[config.mk]
export PLATFORM = sky130hd
export DESIGN_NAME = imu_motion_and_face_detector_unit_flat
export DESIGN_NICKNAME = d
export VERILOG_FILES = /design/src/sv/imd_pkg.sv /design/src/sv/imd_ifs.sv /design/src/sv/imd_mag_lane.sv /design/src/sv/imd_grav_lane.sv /design/src/sv/imd_merge.sv /design/src/sv/imu_motion_and_face_detector_unit.sv /design/src/flat_wrapper.sv
export VERILOG_INCLUDE_DIRS = /design/src /design/src/sv
export SDC_FILE = /design/constraint.sdc
export NUM_CORES = 1
export LEC_CHECK = 0
export BUFFER_PORTS_ARGS = -buffer_cell sky130_fd_sc_hd__buf_2
export CAP_MARGIN = 20
export CORE_MARGIN = 5
export CORE_UTILIZATION = 30
export CTS_BUF_LIST = sky130_fd_sc_hd__clkbuf_4
export DETAILED_ROUTE_END_ITERATION = 6
export PLACE_DENSITY_LB_ADDON = 0.12
export SKIP_LAST_GASP = 1
export SYNTH_ARGS = -nofsm -noshare
export SYNTH_HDL_FRONTEND = slang
export SYNTH_HIERARCHICAL = 1
export SYNTH_SLANG_ARGS = --single-unit
export TNS_END_PERCENT = 10
[constraint.sdc]
create_clock -name clk -period 9.65 [get_ports clk]
set_clock_uncertainty 0.1 [all_clocks]
set_input_delay 0 -clock clk [delete_from_list [all_inputs] [get_ports clk]]
set_output_delay 0 -clock clk [all_outputs]
set_load 0.005 [all_outputs]
[src/sv/assert_macros.svh]
// assertion helpers used by the rtl
`ifndef ASSERT_MACROS_SVH
`define ASSERT_MACROS_SVH

`ifndef ASSERT_OFF

// property must hold at every clock edge outside reset
`define ASSERT_CLK(label, clk, rst, prop, msg) \
  label: assert property (@(posedge clk) disable iff (rst) (prop)) else $error(msg);

// expression must never be true outside reset
`define ASSERT_NEVER(label, clk, rst, expr, msg) \
  label: assert property (@(posedge clk) disable iff (rst) !(expr)) else $error(msg);

`else

`define ASSERT_CLK(label, clk, rst, prop, msg)
`define ASSERT_NEVER(label, clk, rst, expr, msg)

`endif

`endif

[src/sv/imd_pkg.sv]
package imd_pkg;

  localparam int unsigned NumAxes = 3;

  // gravity limit of 0.8 in q2.14, strict compares are exact at this integer
  localparam logic signed [15:0] GRAV_LIMIT     = 16'sd13107;
  localparam logic signed [15:0] GRAV_LIMIT_NEG = -16'sd13107;

  localparam logic [2:0] FACE_BOTTOM = 3'd0;
  localparam logic [2:0] FACE_TOP    = 3'd1;
  localparam logic [2:0] FACE_BACK   = 3'd2;
  localparam logic [2:0] FACE_FRONT  = 3'd3;
  localparam logic [2:0] FACE_LEFT   = 3'd4;
  localparam logic [2:0] FACE_RIGHT  = 3'd5;
  localparam logic [2:0] FACE_NONE   = 3'd6;

  localparam logic [1:0] REG_ACCEL_THRESHOLD = 2'd0;
  localparam logic [1:0] REG_GYRO_THRESHOLD  = 2'd1;
  localparam logic [1:0] REG_HOLD_TIME_MS    = 2'd2;

  localparam logic [15:0] ACCEL_THRESHOLD_RST = 16'd3277;
  localparam logic [15:0] GYRO_THRESHOLD_RST  = 16'd1000;
  localparam logic [31:0] HOLD_TIME_MS_RST    = 32'd1000;

  typedef struct packed {
    logic signed [15:0] gyro_x;
    logic signed [15:0] gyro_y;
    logic signed [15:0] gyro_z;
    logic signed [15:0] accel_x;
    logic signed [15:0] accel_y;
    logic signed [15:0] accel_z;
    logic signed [15:0] grav_x;
    logic signed [15:0] grav_y;
    logic signed [15:0] grav_z;
    logic [31:0]        now_ms;
  } sample_t;

  typedef struct packed {
    logic       moving;
    logic [2:0] face;
    logic       face_changed;
  } result_t;

  typedef struct packed {
    logic [1:0]  index;
    logic [31:0] data;
  } cfg_word_t;

  // per gravity axis: component below -0.8 / above 0.8
  typedef struct packed {
    logic below;
    logic above;
  } grav_flags_t;

endpackage

[src/sv/imd_ifs.sv]
interface imd_sample_if;
  logic              valid;
  logic              ready;
  imd_pkg::sample_t  data;
  modport source (output valid, output data, input ready);
  modport sink   (input valid, input data, output ready);
endinterface

interface imd_result_if;
  logic              valid;
  logic              ready;
  imd_pkg::result_t  data;
  modport source (output valid, output data, input ready);
  modport sink   (input valid, input data, output ready);
endinterface

interface imd_cfg_if;
  logic        valid;
  logic        ready;
  logic [1:0]  index;
  logic [31:0] data;
  modport source (output valid, output index, output data, input ready);
  modport sink   (input valid, input index, input data, output ready);
endinterface

[src/sv/imd_mag_lane.sv]
module imd_mag_lane (
  input  logic signed [15:0] value,
  input  logic [15:0]        threshold,
  output logic               hit
);

  logic [16:0] mag;

  // exact magnitude, -32768 gives 32768
  always_comb begin
    if (value[15]) begin
      mag = 17'({1'b0, ~value}) + 17'd1;
    end else begin
      mag = {1'b0, value};
    end
  end

  assign hit = mag > {1'b0, threshold};

endmodule

[src/sv/imd_grav_lane.sv]
module imd_grav_lane (
  input  logic signed [15:0]    value,
  output imd_pkg::grav_flags_t  flags
);

  assign flags.below = value < imd_pkg::GRAV_LIMIT_NEG;
  assign flags.above = value > imd_pkg::GRAV_LIMIT;

endmodule

[src/sv/imd_merge.sv]
`include "assert_macros.svh"

module imd_merge (
  input  logic                 clk,
  input  logic                 rst,
  input  logic                 accept,
  input  logic [5:0]           motion_hits,
  input  imd_pkg::grav_flags_t grav_flags [imd_pkg::NumAxes],
  input  logic [31:0]          now_ms,
  input  logic [31:0]          hold_time_ms,
  output logic                 in_ready,
  output logic                 out_valid,
  input  logic                 out_ready,
  output imd_pkg::result_t     out_data
);

  logic              motion_now;
  logic [31:0]       elapsed;
  logic [2:0]        face_next;
  imd_pkg::result_t  res_next;
  logic [31:0]       last_motion_time;
  logic [2:0]        previous_face;
  logic              skid_valid;
  imd_pkg::result_t  skid_data;
  logic              out_fire;

  assign motion_now = |motion_hits;
  assign elapsed    = now_ms - last_motion_time;

  // priority: z, then x, then y; below before above
  always_comb begin
    if (grav_flags[2].below) begin
      face_next = imd_pkg::FACE_BOTTOM;
    end else if (grav_flags[2].above) begin
      face_next = imd_pkg::FACE_TOP;
    end else if (grav_flags[0].below) begin
      face_next = imd_pkg::FACE_BACK;
    end else if (grav_flags[0].above) begin
      face_next = imd_pkg::FACE_FRONT;
    end else if (grav_flags[1].below) begin
      face_next = imd_pkg::FACE_LEFT;
    end else if (grav_flags[1].above) begin
      face_next = imd_pkg::FACE_RIGHT;
    end else begin
      face_next = imd_pkg::FACE_NONE;
    end
  end

  always_comb begin
    res_next.moving       = motion_now || (elapsed < hold_time_ms);
    res_next.face         = face_next;
    res_next.face_changed = face_next != previous_face;
  end

  always_ff @(posedge clk) begin
    if (rst) begin
      last_motion_time <= '0;
      previous_face    <= imd_pkg::FACE_BOTTOM;
    end else if (accept) begin
      previous_face <= face_next;
      if (motion_now) begin
        last_motion_time <= now_ms;
      end
    end
  end

  // output register plus skid word, input stalls only when both are full
  assign in_ready = !skid_valid;
  assign out_fire = out_valid && out_ready;

  always_ff @(posedge clk) begin
    if (rst) begin
      out_valid  <= 1'b0;
      skid_valid <= 1'b0;
    end else if (skid_valid) begin
      if (out_fire) begin
        skid_valid <= 1'b0;
      end
    end else if (accept) begin
      if (out_valid && !out_ready) begin
        skid_valid <= 1'b1;
      end else begin
        out_valid <= 1'b1;
      end
    end else if (out_fire) begin
      out_valid <= 1'b0;
    end
  end

  always_ff @(posedge clk) begin
    if (skid_valid) begin
      if (out_fire) begin
        out_data <= skid_data;
      end
    end else if (accept) begin
      if (out_valid && !out_ready) begin
        skid_data <= res_next;
      end else begin
        out_data <= res_next;
      end
    end
  end

  `ASSERT_CLK(a_skid_behind_out, clk, rst, skid_valid |-> out_valid, "skid word without output word")
  `ASSERT_CLK(a_motion_stamp, clk, rst, (accept && motion_now) |=> (last_motion_time == $past(now_ms)), "motion timestamp not stored")
  `ASSERT_CLK(a_face_tracked, clk, rst, accept |=> (previous_face == $past(face_next)), "previous face not updated")
  `ASSERT_NEVER(a_no_accept_when_full, clk, rst, accept && skid_valid, "word accepted with both buffers full")

endmodule

[src/sv/imu_motion_and_face_detector_unit.sv]
// One IMU sample word in, one result word out. A sample is taken every cycle unless both output
// words are held; its result is registered in the output word, or in the skid word while the
// output is stalled. Six magnitude lanes and three gravity lanes evaluate the axes side by side
// and a single merge stage applies the hold timer and face priority. Results pass through a
// two-word output buffer, so the input stops only while both words are held. Configuration
// writes are always ready and are registered before the lanes and the merge stage use them.
module imu_motion_and_face_detector_unit (
  input  logic          clk,
  input  logic          rst,
  imd_sample_if.sink    sample,
  imd_result_if.source  result,
  imd_cfg_if.sink       cfg
);

  logic [15:0]          accel_threshold;
  logic [15:0]          gyro_threshold;
  logic [31:0]          hold_time_ms;
  logic signed [15:0]   gyro_axis  [imd_pkg::NumAxes];
  logic signed [15:0]   accel_axis [imd_pkg::NumAxes];
  logic signed [15:0]   grav_axis  [imd_pkg::NumAxes];
  logic [5:0]           motion_hits;
  imd_pkg::grav_flags_t grav_flags [imd_pkg::NumAxes];
  logic                 accept;
  logic                 in_ready;

  assign cfg.ready = 1'b1;

  always_ff @(posedge clk) begin
    if (rst) begin
      accel_threshold <= imd_pkg::ACCEL_THRESHOLD_RST;
      gyro_threshold  <= imd_pkg::GYRO_THRESHOLD_RST;
      hold_time_ms    <= imd_pkg::HOLD_TIME_MS_RST;
    end else if (cfg.valid) begin
      unique case (cfg.index)
        imd_pkg::REG_ACCEL_THRESHOLD: accel_threshold <= cfg.data[15:0];
        imd_pkg::REG_GYRO_THRESHOLD:  gyro_threshold  <= cfg.data[15:0];
        imd_pkg::REG_HOLD_TIME_MS:    hold_time_ms    <= cfg.data;
        default: ;
      endcase
    end
  end

  assign gyro_axis[0]  = sample.data.gyro_x;
  assign gyro_axis[1]  = sample.data.gyro_y;
  assign gyro_axis[2]  = sample.data.gyro_z;
  assign accel_axis[0] = sample.data.accel_x;
  assign accel_axis[1] = sample.data.accel_y;
  assign accel_axis[2] = sample.data.accel_z;
  assign grav_axis[0]  = sample.data.grav_x;
  assign grav_axis[1]  = sample.data.grav_y;
  assign grav_axis[2]  = sample.data.grav_z;

  for (genvar i = 0; i < imd_pkg::NumAxes; i++) begin : g_lane
    imd_mag_lane u_gyro (
      .value     (gyro_axis[i]),
      .threshold (gyro_threshold),
      .hit       (motion_hits[i])
    );
    imd_mag_lane u_accel (
      .value     (accel_axis[i]),
      .threshold (accel_threshold),
      .hit       (motion_hits[imd_pkg::NumAxes + i])
    );
    imd_grav_lane u_grav (
      .value (grav_axis[i]),
      .flags (grav_flags[i])
    );
  end

  assign sample.ready = in_ready;
  assign accept       = sample.valid && in_ready;

  imd_merge u_merge (
    .clk          (clk),
    .rst          (rst),
    .accept       (accept),
    .motion_hits  (motion_hits),
    .grav_flags   (grav_flags),
    .now_ms       (sample.data.now_ms),
    .hold_time_ms (hold_time_ms),
    .in_ready     (in_ready),
    .out_valid    (result.valid),
    .out_ready    (result.ready),
    .out_data     (result.data)
  );

endmodule

[src/flat_wrapper.sv]
// flat-port wrapper written by rule: the top's interface ports become plain ports
module imu_motion_and_face_detector_unit_flat 
  (clk, rst, sample_valid, sample_data, sample_ready, result_valid, result_data, result_ready, cfg_valid, cfg_index, cfg_data, cfg_ready);
  imd_sample_if sample_i ();
  imd_result_if result_i ();
  imd_cfg_if cfg_i ();
  input  logic clk;
  input  logic rst;
  input wire logic [$bits(sample_i.valid)-1:0] sample_valid;
  input wire logic [$bits(sample_i.data)-1:0] sample_data;
  output wire logic [$bits(sample_i.ready)-1:0] sample_ready;
  output wire logic [$bits(result_i.valid)-1:0] result_valid;
  output wire logic [$bits(result_i.data)-1:0] result_data;
  input wire logic [$bits(result_i.ready)-1:0] result_ready;
  input wire logic [$bits(cfg_i.valid)-1:0] cfg_valid;
  input wire logic [$bits(cfg_i.index)-1:0] cfg_index;
  input wire logic [$bits(cfg_i.data)-1:0] cfg_data;
  output wire logic [$bits(cfg_i.ready)-1:0] cfg_ready;
  assign sample_i.valid = sample_valid;
  assign sample_i.data = sample_data;
  assign sample_ready = sample_i.ready;
  assign result_valid = result_i.valid;
  assign result_data = result_i.data;
  assign result_i.ready = result_ready;
  assign cfg_i.valid = cfg_valid;
  assign cfg_i.index = cfg_index;
  assign cfg_i.data = cfg_data;
  assign cfg_ready = cfg_i.ready;
  imu_motion_and_face_detector_unit u_core (.clk(clk), .rst(rst), .sample(sample_i), .result(result_i), .cfg(cfg_i));
endmodule
Word level (Yosys, flattened, before mapping)
Cells that the tools add are included.
{"block": "totals", "reg_bits": 111, "latch_bits": 0, "mem_bits_rw": 0, "mem_bits_ro": 0, "in_bits": 215, "wordCells": 86, "mem_count": 0}
{"block": "classes", "addsub": 7, "n_mul": 0, "div_mod_pow": 0, "n_lt_le_gt_ge": 13, "eq_ne": 6, "shift": 0, "n_mux": 23, "bitwise": 7, "reduce_logical": 17}
{"operator": "$add 16x1->17 const B", "count": 6}
{"operator": "$gt 17x16->1", "count": 6}
{"operator": "$mux 17", "count": 6}
{"operator": "$not 16->16", "count": 6}
{"operator": "$gt 16x15->1 const B", "count": 3}
{"operator": "$lt 16x15->1 const B", "count": 3}
{"operator": "$lt 32x32->1", "count": 1}
{"operator": "$sub 32x32->32", "count": 1}
{"operator": "$mux 5", "count": 4}
{"operator": "$mux 3", "count": 4}
{"operator": "$reduce_and 3->1", "count": 3}
{"operator": "$reduce_and 2->1", "count": 4}
{"operator": "$mux 1", "count": 7}
{"operator": "$reduce_or 6->1", "count": 1}
{"operator": "$mux 2", "count": 2}
{"operator": "$ne 2x2->1 const B", "count": 2}
{"operator": "$reduce_bool 2->1", "count": 2}
{"operator": "$logic_and 1x1->1", "count": 3}
{"operator": "$ne 3x3->1", "count": 1}
{"operator": "$eq 2x1->1 const B", "count": 1}
{"operator": "$eq 2x2->1 const B", "count": 1}
{"operator": "$logic_not 1->1", "count": 2}
{"operator": "$logic_not 2->1", "count": 1}
{"operator": "$ne 2x1->1 const B", "count": 1}
{"operator": "2 further kinds", "count": 2}

Depth between registers and ports, before layout
Gate-level depths: netlist (run 1).
{"block": "depth", "depth_word": 11, "mapped_depth": 18}

By module
The synthesis (run 1) kept the hierarchy.
{"module": "imd_merge", "instances": 1, "cells_per_inst": 608, "area_each_um2": 4584.4}
{"module": "imd_mag_lane (u_core.g_lane[0].u_accel ...)", "instances": 4, "cells_per_inst": 99, "area_each_um2": 706.9}
{"module": "imu_motion_and_face_detector_unit", "instances": 1, "cells_per_inst": 258, "area_each_um2": 2660.1}
{"module": "imd_mag_lane (u_core.g_lane[2].u_accel ...)", "instances": 2, "cells_per_inst": 104, "area_each_um2": 715.7}
{"module": "imd_grav_lane", "instances": 3, "cells_per_inst": 17, "area_each_um2": 105.1}

Least setup slack after synthesis (run 1)
OpenSTA, ideal clock, no wires.
{"block": "synth_timing", "path_kind": "register to register", "start": "register u_core.u_merge.last_motion_time[0]", "end": "register u_core/u_merge/out_data[4] (netlist name) (data pin)", "setup_ns": 0.256, "t_arrival_ns": 3.268, "slack_ns": 6.026, "stages_incl_launch_ff": 18, "path_buffers": 0, "period_less_slack_ns": 3.624, "cell_sequence": "dfxtp_1 > ha_1 > inv_1 > fa_1 > a211oi_1 > o21bai_1 > a21o_1 > a21o_1 > a31o_2 > a21oi_1 > xnor2_1 > ha_1 > and4_1 > nand2_1 > or2_2 > nor2_1 > o21ai_0 > a31o_2"}
{"block": "synth_via", "elab_chain_cells": 6}
{"element": "from (decl)", "line": "imd_merge.sv:21", "rtl": "logic [31:0] last_motion_time;"}
{"element": "from (signal assigned)", "line": "imd_merge.sv:62", "rtl": "last_motion_time <= now_ms;"}
{"element": "$sub 32x32->32", "line": "imd_merge.sv:28", "rtl": "assign elapsed = now_ms - last_motion_time;"}
{"element": "$lt 32x32->1", "line": "imd_merge.sv:50", "rtl": "res_next.moving = motion_now || (elapsed < hold_time_ms);"}
{"element": "$logic_or 1x1->1", "line": "imd_merge.sv:50"}
{"element": "$mux 5", "line": "imd_merge.sv:96", "rtl": "if (out_valid && !out_ready) begin"}
{"element": "$mux 5", "line": "imd_merge.sv:95", "rtl": "end else if (accept) begin"}
{"element": "$mux 5", "line": "imd_merge.sv:91", "rtl": "if (skid_valid) begin"}
{"element": "to (signal assigned)", "line": "imd_merge.sv:93", "rtl": "out_data <= skid_data;"}
{"element": "to (signal assigned)", "line": "imd_merge.sv:99", "rtl": "out_data <= res_next;"}
{"element": "to (decl)", "line": "imd_merge.sv:14", "rtl": "output imd_pkg::result_t out_data"}
Every way passes these cells. The select of a mux whose other input is x is not followed.
A chain may end at the register's enable or synchronous reset.

Worst setup path after layout (run 1)
{"block": "layout_timing", "start": "input sample_data[104]", "end": "register u_core.u_merge.last_motion_time[23]"}
{"block": "layout_via", "elab_chain_cells": 6}
{"element": "from (decl)", "line": "flat_wrapper.sv:10", "rtl": "input wire logic [$bits(sample_i.data)-1:0] sample_data;"}
{"element": "$not 16->16", "line": "imd_mag_lane.sv:12", "rtl": "mag = 17'({1'b0, ~value}) + 17'd1;"}
{"element": "$add 16x1->17", "line": "imd_mag_lane.sv:12"}
{"element": "$mux 17 *", "line": "imd_mag_lane.sv:11", "rtl": "if (value[15]) begin"}
{"element": "$gt 17x16->1 *", "line": "imd_mag_lane.sv:18", "rtl": "assign hit = mag > {1'b0, threshold};"}
{"element": "net u_core.motion_hits[4]", "line": "imu_motion_and_face_detector_unit.sv:21", "rtl": "logic [5:0] motion_hits;"}
{"element": "$reduce_or 6->1 *", "line": "imd_merge.sv:27", "rtl": "assign motion_now = |motion_hits;"}
{"element": "$reduce_and 2->1 (no source line) *"}
Mark *: on every way through the listed nets, which the timed path passes. The rest lies on a longest branch.

==> reports/results.ini, run 1 <==
[global_route]
antenna_found_initial=3
gr-usage-all-layers=0.159
grt_start_max_net_pins=82
grt_overflow_total=0
grt_pass1_wl_mm=57.9
grt_pass1_vias=11400

[critical_path]
cp.required_ns=10.00
crit_type=input pin to flop
regToRegEndpoint=u_core/u_merge/last_motion_time[23]
r2r_setup_slack_ns=5.44
end_kind=flop
worstRegToRegCells=13
crit_path_start_kind=input pin
worstReg2RegStart=u_core/gyro_threshold[14]
arrival_ns=4.85
worstPathMaxFanout=21

[finish]
stdcell_area_um2=14700
final_core_util=0.378
fin_nets=2204
stdcell_count=2349
final_cell_mix=buf_2, inv_1, ha_1
final_common_cell=buf_2
syn_to_final_growth_pct=24.3
drive_gt1_frac=0.158

[place]
io_buffers=221
post-place-ws_ns=5.22
dpl_cell_area_um2=13400
gp_congestion=0.796
dpl.hpwl_mm=28.1
post-place-cells=2216

[die]
dieArea_um2=43500
ios=223
rows=72
start_util=0.304
die_y_um=208
core_um2=38800
die_x_um=208

[hold_path]
hold_end=u_core/u_merge/previous_face[0]
hold_path_depth=4
min_path_type=input pin to flop
hold_start=sample_valid

[sta]
min_period_over_period=0.466
grt_setup_unrepaired=false
maxSlewViolCount=0
timing.final.ws_setup_ns=5.16
hold_viol_final=0
hold_ws_ns=0.0454
fmax_mhz=223
tightest_slew_ns=1.08
setup_tns_ns=0
relSlewSlack=0.277
min_period_ns=4.49
setup_viol_count_final=0

[logic_synthesis]
synth_top_area_frac=0.174
synthDistinctLibCells=80
synthSimpleGateAreaFrac=0.211
netlist_area_um2=11800
yosys.area.top_type=ha_1
synth_compound_area_frac=0.193
yosysSeqAreaShare=0.196
synth_ff_type=dfxtp_1
synthXorXnorAreaFrac=0.0778
syn_nets=1901
synth_edf_count=10
synthMuxAreaShare=0.0621
yosys.area_share.adder=0.175
synth_area_leaders=ha_1, dfxtp_1, inv_1
async_flop_share=0
synth_seq_cells=111
yosys_warnings=6
avgSynthCellArea_um2=7.77
synthCells=1521
synth_top_family_by_area=simple AND/OR/NAND/NOR gates

[flow_run]
cap_violations=0

[cts]
cts-buffers-inserted=9
clockBufferDepth=2
clkSinkCount=111
cts_resized=0
cts_setup_buffers=0
cts_tree=yes
cts_root_buf=clkbuf_4
htreeDepth=3
clk_pin_slew_ns=0.21
clk-insertion-delay-late_ns=0.53

[drt]
vias=11300
drc=0
drt_wl_total_mm=35.4
post_drt_wl_per_cell_um=15.1
dr.pass1.iters=5
drtIter0Drc=417
vias_per_cell=4.80
ant_nets=0

[pwr]
p_total_mw=1.39
power.density_nw_per_um2=94.5
peakVddDrop_uv=55.1
p_leak_nw=6.54

[run_status]
outcome=finished, final reports clean

-- sequential cells by signal (all words and copies together) (netlist names) --
register and cells:
u_core/u_merge/out_valid 1, u_core/hold_time_ms 32, u_core/accel_threshold 16, u_core/u_merge/previous_face 3, u_core/u_merge/last_motion_time 32, u_core/u_merge/out_data 5
u_core/u_merge/skid_data 5, u_core/gyro_threshold 16, u_core/u_merge/skid_valid 1
-- logic make-up after synthesis --
logic type | Yosys count
multiplexers | 73
flip-flops | 111
buffers and inverters | 245
AND/OR/NAND/NOR | 484
AO/OA/AOI/OAI | 337
other | 1
XOR/XNOR | 105
adder cells (fa/ha/maj) | 165
-- power by group --
part | leakage [nW] | total (mW) | switching [mW] | internal [mW]
sequential | 0.917 | 0.507 | 0.0172 | 0.489
clock | 0.0853 | 0.270 | 0.201 | 0.0695
combinational | 5.54 | 0.611 | 0.329 | 0.282
total | 6.54 | 1.39 | 0.547 | 0.841
-- metal layers --
metal,vias up,track usage,wire length (um)
li1,5919,-,-
met1,5171,0.219,17300
met2,168,0.273,16800
met3,20,0.0227,1110
met4,2,0.0215,269
met5,-,0,12
-- repair_timing --
| action | CTS | global route |
|---|---|---|
| setup endpoints to repair | 0 | 0 |
| hold buffers | 115 | 0 |
| hold endpoints to repair | 116 | 0 |
-- how the worst max path moves through the flow --
stage | from | to | slack (ns) | cells after the start
floorplan | u_core/u_merge/last_motion_time[0] | u_core/u_merge/out_data[4] | 6.03 | 17
global placement | sample_data[104] | u_core/u_merge/last_motion_time[29] | 4.89 | 14
detailed placement | sample_data[104] | u_core/u_merge/last_motion_time[25] | 5.22 | 15
CTS | sample_data[104] | u_core/u_merge/last_motion_time[12] | 5.26 | 16
global route | sample_data[104] | u_core/u_merge/last_motion_time[31] | 4.84 | 16
finish | sample_data[104] | u_core/u_merge/last_motion_time[23] | 5.16 | 16
-- synthesized netlist by cell type, types with 6 or more instances --
library cell and number:
a2111oi_0 6, clkbuf_1 22, o31ai_1 20, o31a_1 6, nor4_1 22, a21oi_1 117
ha_1 164, nor2_1 87, and4_1 8, buf_2 11, a21o_1 29, o21a_1 11
edfxtp_1 10, inv_1 196, nor3_1 25, o21ai_0 54, nand4_1 16, dfxtp_1 101
mux2i_1 70, nand2b_1 79, or3_1 8, buf_1 6, nand3_1 24, xnor2_1 75
a211oi_1 11, or4_1 8, o211ai_1 12, xor2_1 30, and3_1 6, nand2_1 158
-- critical path, cell delays in order --
cell and delay [ns]:
buf_2 0.12, or4_1 0.56, or4b_4 0.52, nor4b_1 0.41, ha_1 0.32, nand3_1 0.15, nor3_1 0.08, a2111oi_0 0.47
a31oi_1 0.22, nor4_1 0.27, nand2_1 0.19, nand2_1 0.51, buf_16 0.23, nand2_1 0.06, a21oi_1 0.15, dlygate4sd3_1 0.58
-- area by class of cell --
cell class	instances	area [um^2]
clock buffers	9	67.6
fillers	4120	24100
well taps	518	648
clock inverters	7	93.8
diodes	2	5.00
flip-flops and latches	111	2320
inverters	197	739
repair buffers	340	2310
multi-input cells	1165	8510
Power figures use the tool's default switching activity.
==> run 2, diff against run 1 <==
--- a/config.mk
+++ b/config.mk
@@ -6,6 +6,7 @@
 export SDC_FILE = /design/constraint.sdc
 export NUM_CORES = 1
 export LEC_CHECK = 0
+export ABC_AREA = 1
 export BUFFER_PORTS_ARGS = -buffer_cell sky130_fd_sc_hd__buf_2
 export CAP_MARGIN = 20
 export CORE_MARGIN = 5
==> constraint.sdc (replaced) <==
create_clock -name clk -period 3.76 [get_ports clk]
set_clock_uncertainty 0.1 [all_clocks]
set_input_delay 0 -clock clk [delete_from_list [all_inputs] [get_ports clk]]
set_output_delay 0 -clock clk [all_outputs]
set_load 0.005 [all_outputs]
==> run 2 against run 1 <==
Net effect: utilization down 0.61 points; combinational power rose to 3.0 times the previous value; critical path depth up 4; die area up 7.8%; sequential cell count unchanged; final cell count up 26%; critical path type is now flop to flop; critical endpoint is now u_core/u_merge/out_data[4]; largest power group unchanged.
==> reports/results.ini, run 2 <==
[die]
start_util=0.304
die_x_um=216
rows=75
die_y_um=216
core_um2=42000
ios=223
dieArea_um2=46800

[sta]
grt_setup_unrepaired=false
maxSlewViolCount=0
setup_tns_ns=0
hold_viol_final=0
min_period_over_period=0.845
setup_viol_count_final=0
relSlewSlack=0.437
min_period_ns=3.18
tightest_slew_ns=0.844
fmax_mhz=315
hold_ws_ns=0.112

[finish]
final_common_cell=nand2_1
largest_registers=u_core/hold_time_ms: 32 flops, u_core/u_merge/last_motion_time: 32 flops
final_core_util=0.372
fill_cells=4662
seq_area_um2=2320
final_cell_mix=nand2_1, inv_1, buf_2
syn_to_final_growth_pct=22.4
drive_gt1_frac=0.152
fin_nets=2802
stdcell_count=2968
multi_input_comb_area_um2=8620

[global_route]
grt_overflow_total=0
grt_start_max_net_pins=59
gr-usage-all-layers=0.167
grt_pass1_wl_mm=64.9
grt_pass1_vias=13100
antenna_found_initial=2

[flow_run]
cap_violations=0

[drt]
vias=13400
vias_per_cell=4.53
ant_nets=0
post_drt_wl_per_cell_um=13.5
drt_wl_total_mm=40.0
drc=0
dr.pass1.iters=5
drtIter0Drc=546

[cts]
cts_tree=yes
cts_resized=0
clk-insertion-delay-late_ns=0.55
clockBufferDepth=2
clk_pin_slew_ns=0.22
cts-buffers-inserted=9
cts_root_buf=clkbuf_4
clkSinkCount=111
cts_setup_buffers=0
htreeDepth=3
cts-hold-fix-buffers=109

[critical_path]
crit_path_start_kind=flop
crit_type=flop to flop
critical_path_buf_inv_count=1
arrival_ns=3.40
crit_path_top_delay_cell=dfxtp_1
cpPeakStageDelay_ns=0.35
cp_common_cell=nand2_1
crit_start=u_core/u_merge/last_motion_time[17]
end_kind=flop
worstReg2RegStart=u_core/u_merge/last_motion_time[17]
cp.required_ns=3.98
critPathTopFamily=simple AND/OR/NAND/NOR gates
path_cells=inv_1 > ha_1 > a21oi_1 > o21ai_0 > a21oi_1 > nor2_1 > nor2_1 > nand2_1 > nand2_1 > nand2_1 > ha_1 > nand2_1 > nor2_1 > nand4_1 > nor3_1 > nand2_1 > nand2_1 > nand2_1 > nand2_1 > nand2_1
worstPathMaxFanout=5

[logic_synthesis]
synthDistinctLibCells=46
syn_nets=2501
synth_top_area_frac=0.169
netlist_area_um2=12800
synth.top_cells.by_count=nand2_1, inv_1, nor2_1
async_flop_share=0
yosys.cell_count.top_type=nand2_1
synth_seq_cells=111
synthCells=2121
synth_ff_type=dfxtp_1
avgSynthCellArea_um2=6.03
yosys_warnings=6
yosys.area.top_type=nand2_1
yosysSeqAreaShare=0.182
synth_area_leaders=nand2_1, ha_1, dfxtp_1
synth_edf_count=10

[pwr]
internal_power_mw=2.18
peakVddDrop_uv=168
p_total_mw=3.84
p_leak_nw=8.53
p_seq_frac=0.346
combPwrFrac=0.470
power.switching_mw=1.66
clockPowerShare=0.184
power.density_nw_per_um2=245
swShare=0.431

[place]
gp_congestion=0.870
post-place-cells=2840
io_buffers=221
dpl.hpwl_mm=33.3

[hold_path]
min_path_type=input pin to flop
hold_start=sample_data[62]

[run_status]
outcome=finished, final reports clean

==> run 2: metal layers <==
metal,track usage,share of wire,vias up
li1,-,-,7203
met1,0.218,0.47,5962
met2,0.298,0.48,256
met3,0.0241,0.042,28
met4,0.0261,0.011,0
met5,0,0,-
==> run 2: tightest hold or removal path: stages <==
cell and delay (ns):
buf_2 0.12, inv_1 0.06, a21oi_2 0.06, nor2_1 0.09, o21ai_0 0.23, inv_1 0.09
==> run 2: area by class of cell <==
class,instances,area share
diodes,2,0.000320
clock buffers,9,0.00432
clock inverters,7,0.00600
inverters,420,0.102
multi-input cells,1544,0.551
flip-flops and latches,111,0.148
well taps,539,0.0431
repair buffers,336,0.145
==> run 2: logic make-up (layout without fill, tap and decap cells) <==
kind of cell | count (synthesis) | in the layout | share of synthesized area
DFF | 111 | 111 | 0.182
and+or+nand+nor | 1048 | 1048 | 0.349
buffers and inverters | 466 | 772 | 0.144
other | 1 | 3 | 0.000293
adders and majority gates | 165 | 165 | 0.162
xor gates and xnor gates | 70 | 70 | 0.0480
AOI/OAI and AO/OA | 260 | 260 | 0.114
==> run 2: final timing paths <==
kind / depth (start not counted) / slack [ns] / end
setup / recovery: 20 / 0.58 / u_core/u_merge/out_data[4]
hold / removal: 6 / 0.11 / u_core/u_merge/skid_data[2]
setup reg to reg: 20 / 0.58 / u_core/u_merge/out_data[4]
hold reg to reg: 2 / 0.37 / u_core/u_merge/last_motion_time[25]
==> run 2: metrics by stage <==
stage | setup WS, ns | instance area (um^2)
floorplan | 0.935 | 12800
global placement | 0.160 | 14400
detailed placement | 0.124 | 14400
CTS | 0.579 | 15600
global route | 0.181 | 15700
finish | 0.584 | 15700
==> run 2: power by group through the flow <==
stage | clock network [mW] | logic [mW] | registers [mW]
2_1_floorplan | 0 | 1.22 | 1.33
3_3_place_gp | 0 | 1.70 | 1.36
3_5_place_dp | 0 | 1.73 | 1.36
4_1_cts | 0.759 | 1.82 | 1.33
5_1_grt | 0.795 | 2.09 | 1.34
6_report | 0.706 | 1.81 | 1.33
==> run 3, diff against run 2 <==
--- a/config.mk
+++ b/config.mk
@@ -6,7 +6,7 @@
 export SDC_FILE = /design/constraint.sdc
 export NUM_CORES = 1
 export LEC_CHECK = 0
-export ABC_AREA = 1
+export ABC_AREA = 0
 export BUFFER_PORTS_ARGS = -buffer_cell sky130_fd_sc_hd__buf_2
 export CAP_MARGIN = 20
 export CORE_MARGIN = 5
==> constraint.sdc (replaced) <==
create_clock -name clk -period 3.15 [get_ports clk]
set_clock_uncertainty 0.1 [all_clocks]
set_input_delay 0 -clock clk [delete_from_list [all_inputs] [get_ports clk]]
set_output_delay 0 -clock clk [all_outputs]
set_load 0.005 [all_outputs]
==> run 3 against run 2 <==
Net effect: largest power group unchanged; setup slack worse by 1.1 ns; combinational power is 32% higher; the flow now finishes with violations (setup timing); non-clock buffer count is 253 higher; register-to-register slack worse by 1.1 ns.
==> reports/results.ini, run 3 (synthesis gave the netlist of run 1 again) <==
[finish]
final_common_cell=buf_4
final_core_util=0.440
fill_cells=3935
syn_to_final_growth_pct=44.6
final_cell_mix=buf_4, buf_2, inv_1
fin_nets=2453
stdcell_area_um2=17100
drive_gt1_frac=0.307
stdcell_count=2599
largest_registers=u_core/hold_time_ms: 32 flops, u_core/u_merge/last_motion_time: 32 flops

[cts]
cts_root_buf=clkbuf_4
clockBufferDepth=2
cts_tree=yes
htreeDepth=3
cts-buffers-inserted=9
clk-insertion-delay-late_ns=0.52
clkSinkCount=111
clk_pin_slew_ns=0.21

[die]
die_y_um=208
start_util=0.304
rows=72
ios=223
dieArea_um2=43500
die_x_um=208
core_um2=38800

[sta]
setup_tns_ns=-1.56
fmax_mhz=270
min_period_ns=3.70
hold_ws_ns=0.0630
grt_setup_unrepaired=true
hold_viol_final=0
tightest_slew_ns=0.992
timing.final.ws_setup_ns=-0.551
relSlewSlack=0.337
min_period_over_period=1.17
maxSlewViolCount=0
setup_viol_count_final=26

[drt]
drt_wl_total_mm=37.6
drtIter0Drc=377
vias_per_cell=4.73
post_drt_wl_per_cell_um=14.5
vias=12300
dr.pass1.iters=4
drc=0
ant_nets=0

[place]
io_buffers=221
gp_congestion=0.814
dpl.hpwl_mm=30.1
dpl_cell_area_um2=15400
post-place-cells=2478
post-place-ws_ns=-0.906

[global_route]
grt_overflow_total=0
grt_pass1_wl_mm=60.5
antenna_found_initial=2
grt_start_max_net_pins=91
gr-usage-all-layers=0.165
grt_pass1_vias=12500

[run_status]
failed_checks=setup timing
outcome=finished, violations left

[critical_path]
arrival_ns=3.89
crit_type=flop to flop
r2r_setup_slack_ns=-0.55
worstRegToRegCells=17
regToRegEndpoint=u_core/u_merge/out_data[4]
cp.required_ns=3.34
end_kind=flop
crit_path_start_kind=flop
worstReg2RegStart=u_core/u_merge/last_motion_time[0]
crit_start=u_core/u_merge/last_motion_time[0]
worstPathMaxFanout=4

[hold_path]
hold_end=u_core/u_merge/skid_data[1]
min_path_type=input pin to flop
hold_path_depth=5
hold_start=sample_data[37]

[pwr]
p_total_mw=4.75
p_leak_nw=7.84
power.density_nw_per_um2=278
peakVddDrop_uv=209

[flow_run]
cap_violations=0

## run 3: cell types whose count changed in the layout (fill, tap and decap cells not counted), sizes merged, moves of 70 or more
cell    delta
nand3    -104
nand2b    +79
inv      -225
nand2    -448
nor2     -151
buf      +275
mux2i     +70
## run 3: report_power, final
part | switching, mW | leakage (nW) | internal [mW]
registers | 0.0499 | 0.920 | 1.50
logic | 1.17 | 6.84 | 1.22
clock network | 0.602 | 0.0860 | 0.205
## run 3: worst max path at each step
stage	depth (start not counted)	end
floorplan	17	u_core/u_merge/out_data[4]
global placement	13	u_core/u_merge/out_data[4]
detailed placement	14	u_core/u_merge/out_data[4]
CTS	16	u_core/u_merge/out_data[4]
global route	17	u_core/u_merge/out_data[4]
finish	17	u_core/u_merge/out_data[4]
## run 3: metal layers
metal / track usage / share of wire / vias up
li1: - / - / 6417
met1: 0.214 / 0.46 / 5706
met2: 0.300 / 0.50 / 141
met3: 0.0206 / 0.030 / 22
met4: 0.0231 / 0.0083 / 2
met5: 0 / 0.00019 / -
## run 3: worst max-delay path, cell delays in order, from the launching register on
cell,delay [ns]
dfxtp_2,0.40
ha_4,0.15
inv_2,0.04
fa_2,0.36
a211oi_2,0.22
o21bai_1,0.08
a21o_1,0.22
a21o_1,0.25
a31o_4,0.26
a21oi_4,0.13
xnor2_1,0.09
ha_1,0.28
and4_1,0.20
nand2_2,0.05
or2_4,0.25
o21ai_4,0.14
a21oi_4,0.06
a31o_2,0.21
## run 3: repair_timing
action	4_1_cts	5_1_grt
resized for setup	39	61
pin swaps	27	43
endpoints found under the hold margin	115	0
cloned	1	1
setup buffers	5	8
setup endpoints to repair	34	34
hold buffers	87	0
## run 3: layout make-up
type,count,area (um^2),area share
inverter,197,739,0.0433
antenna,3,7.51,0.000439
clock inverter,7,93.8,0.00549
sequential,111,2330,0.136
clock buffer,9,67.6,0.00395
multi-input combinational,1165,9020,0.528
tap,518,648,0.0379
timing repair buffer,589,4180,0.245
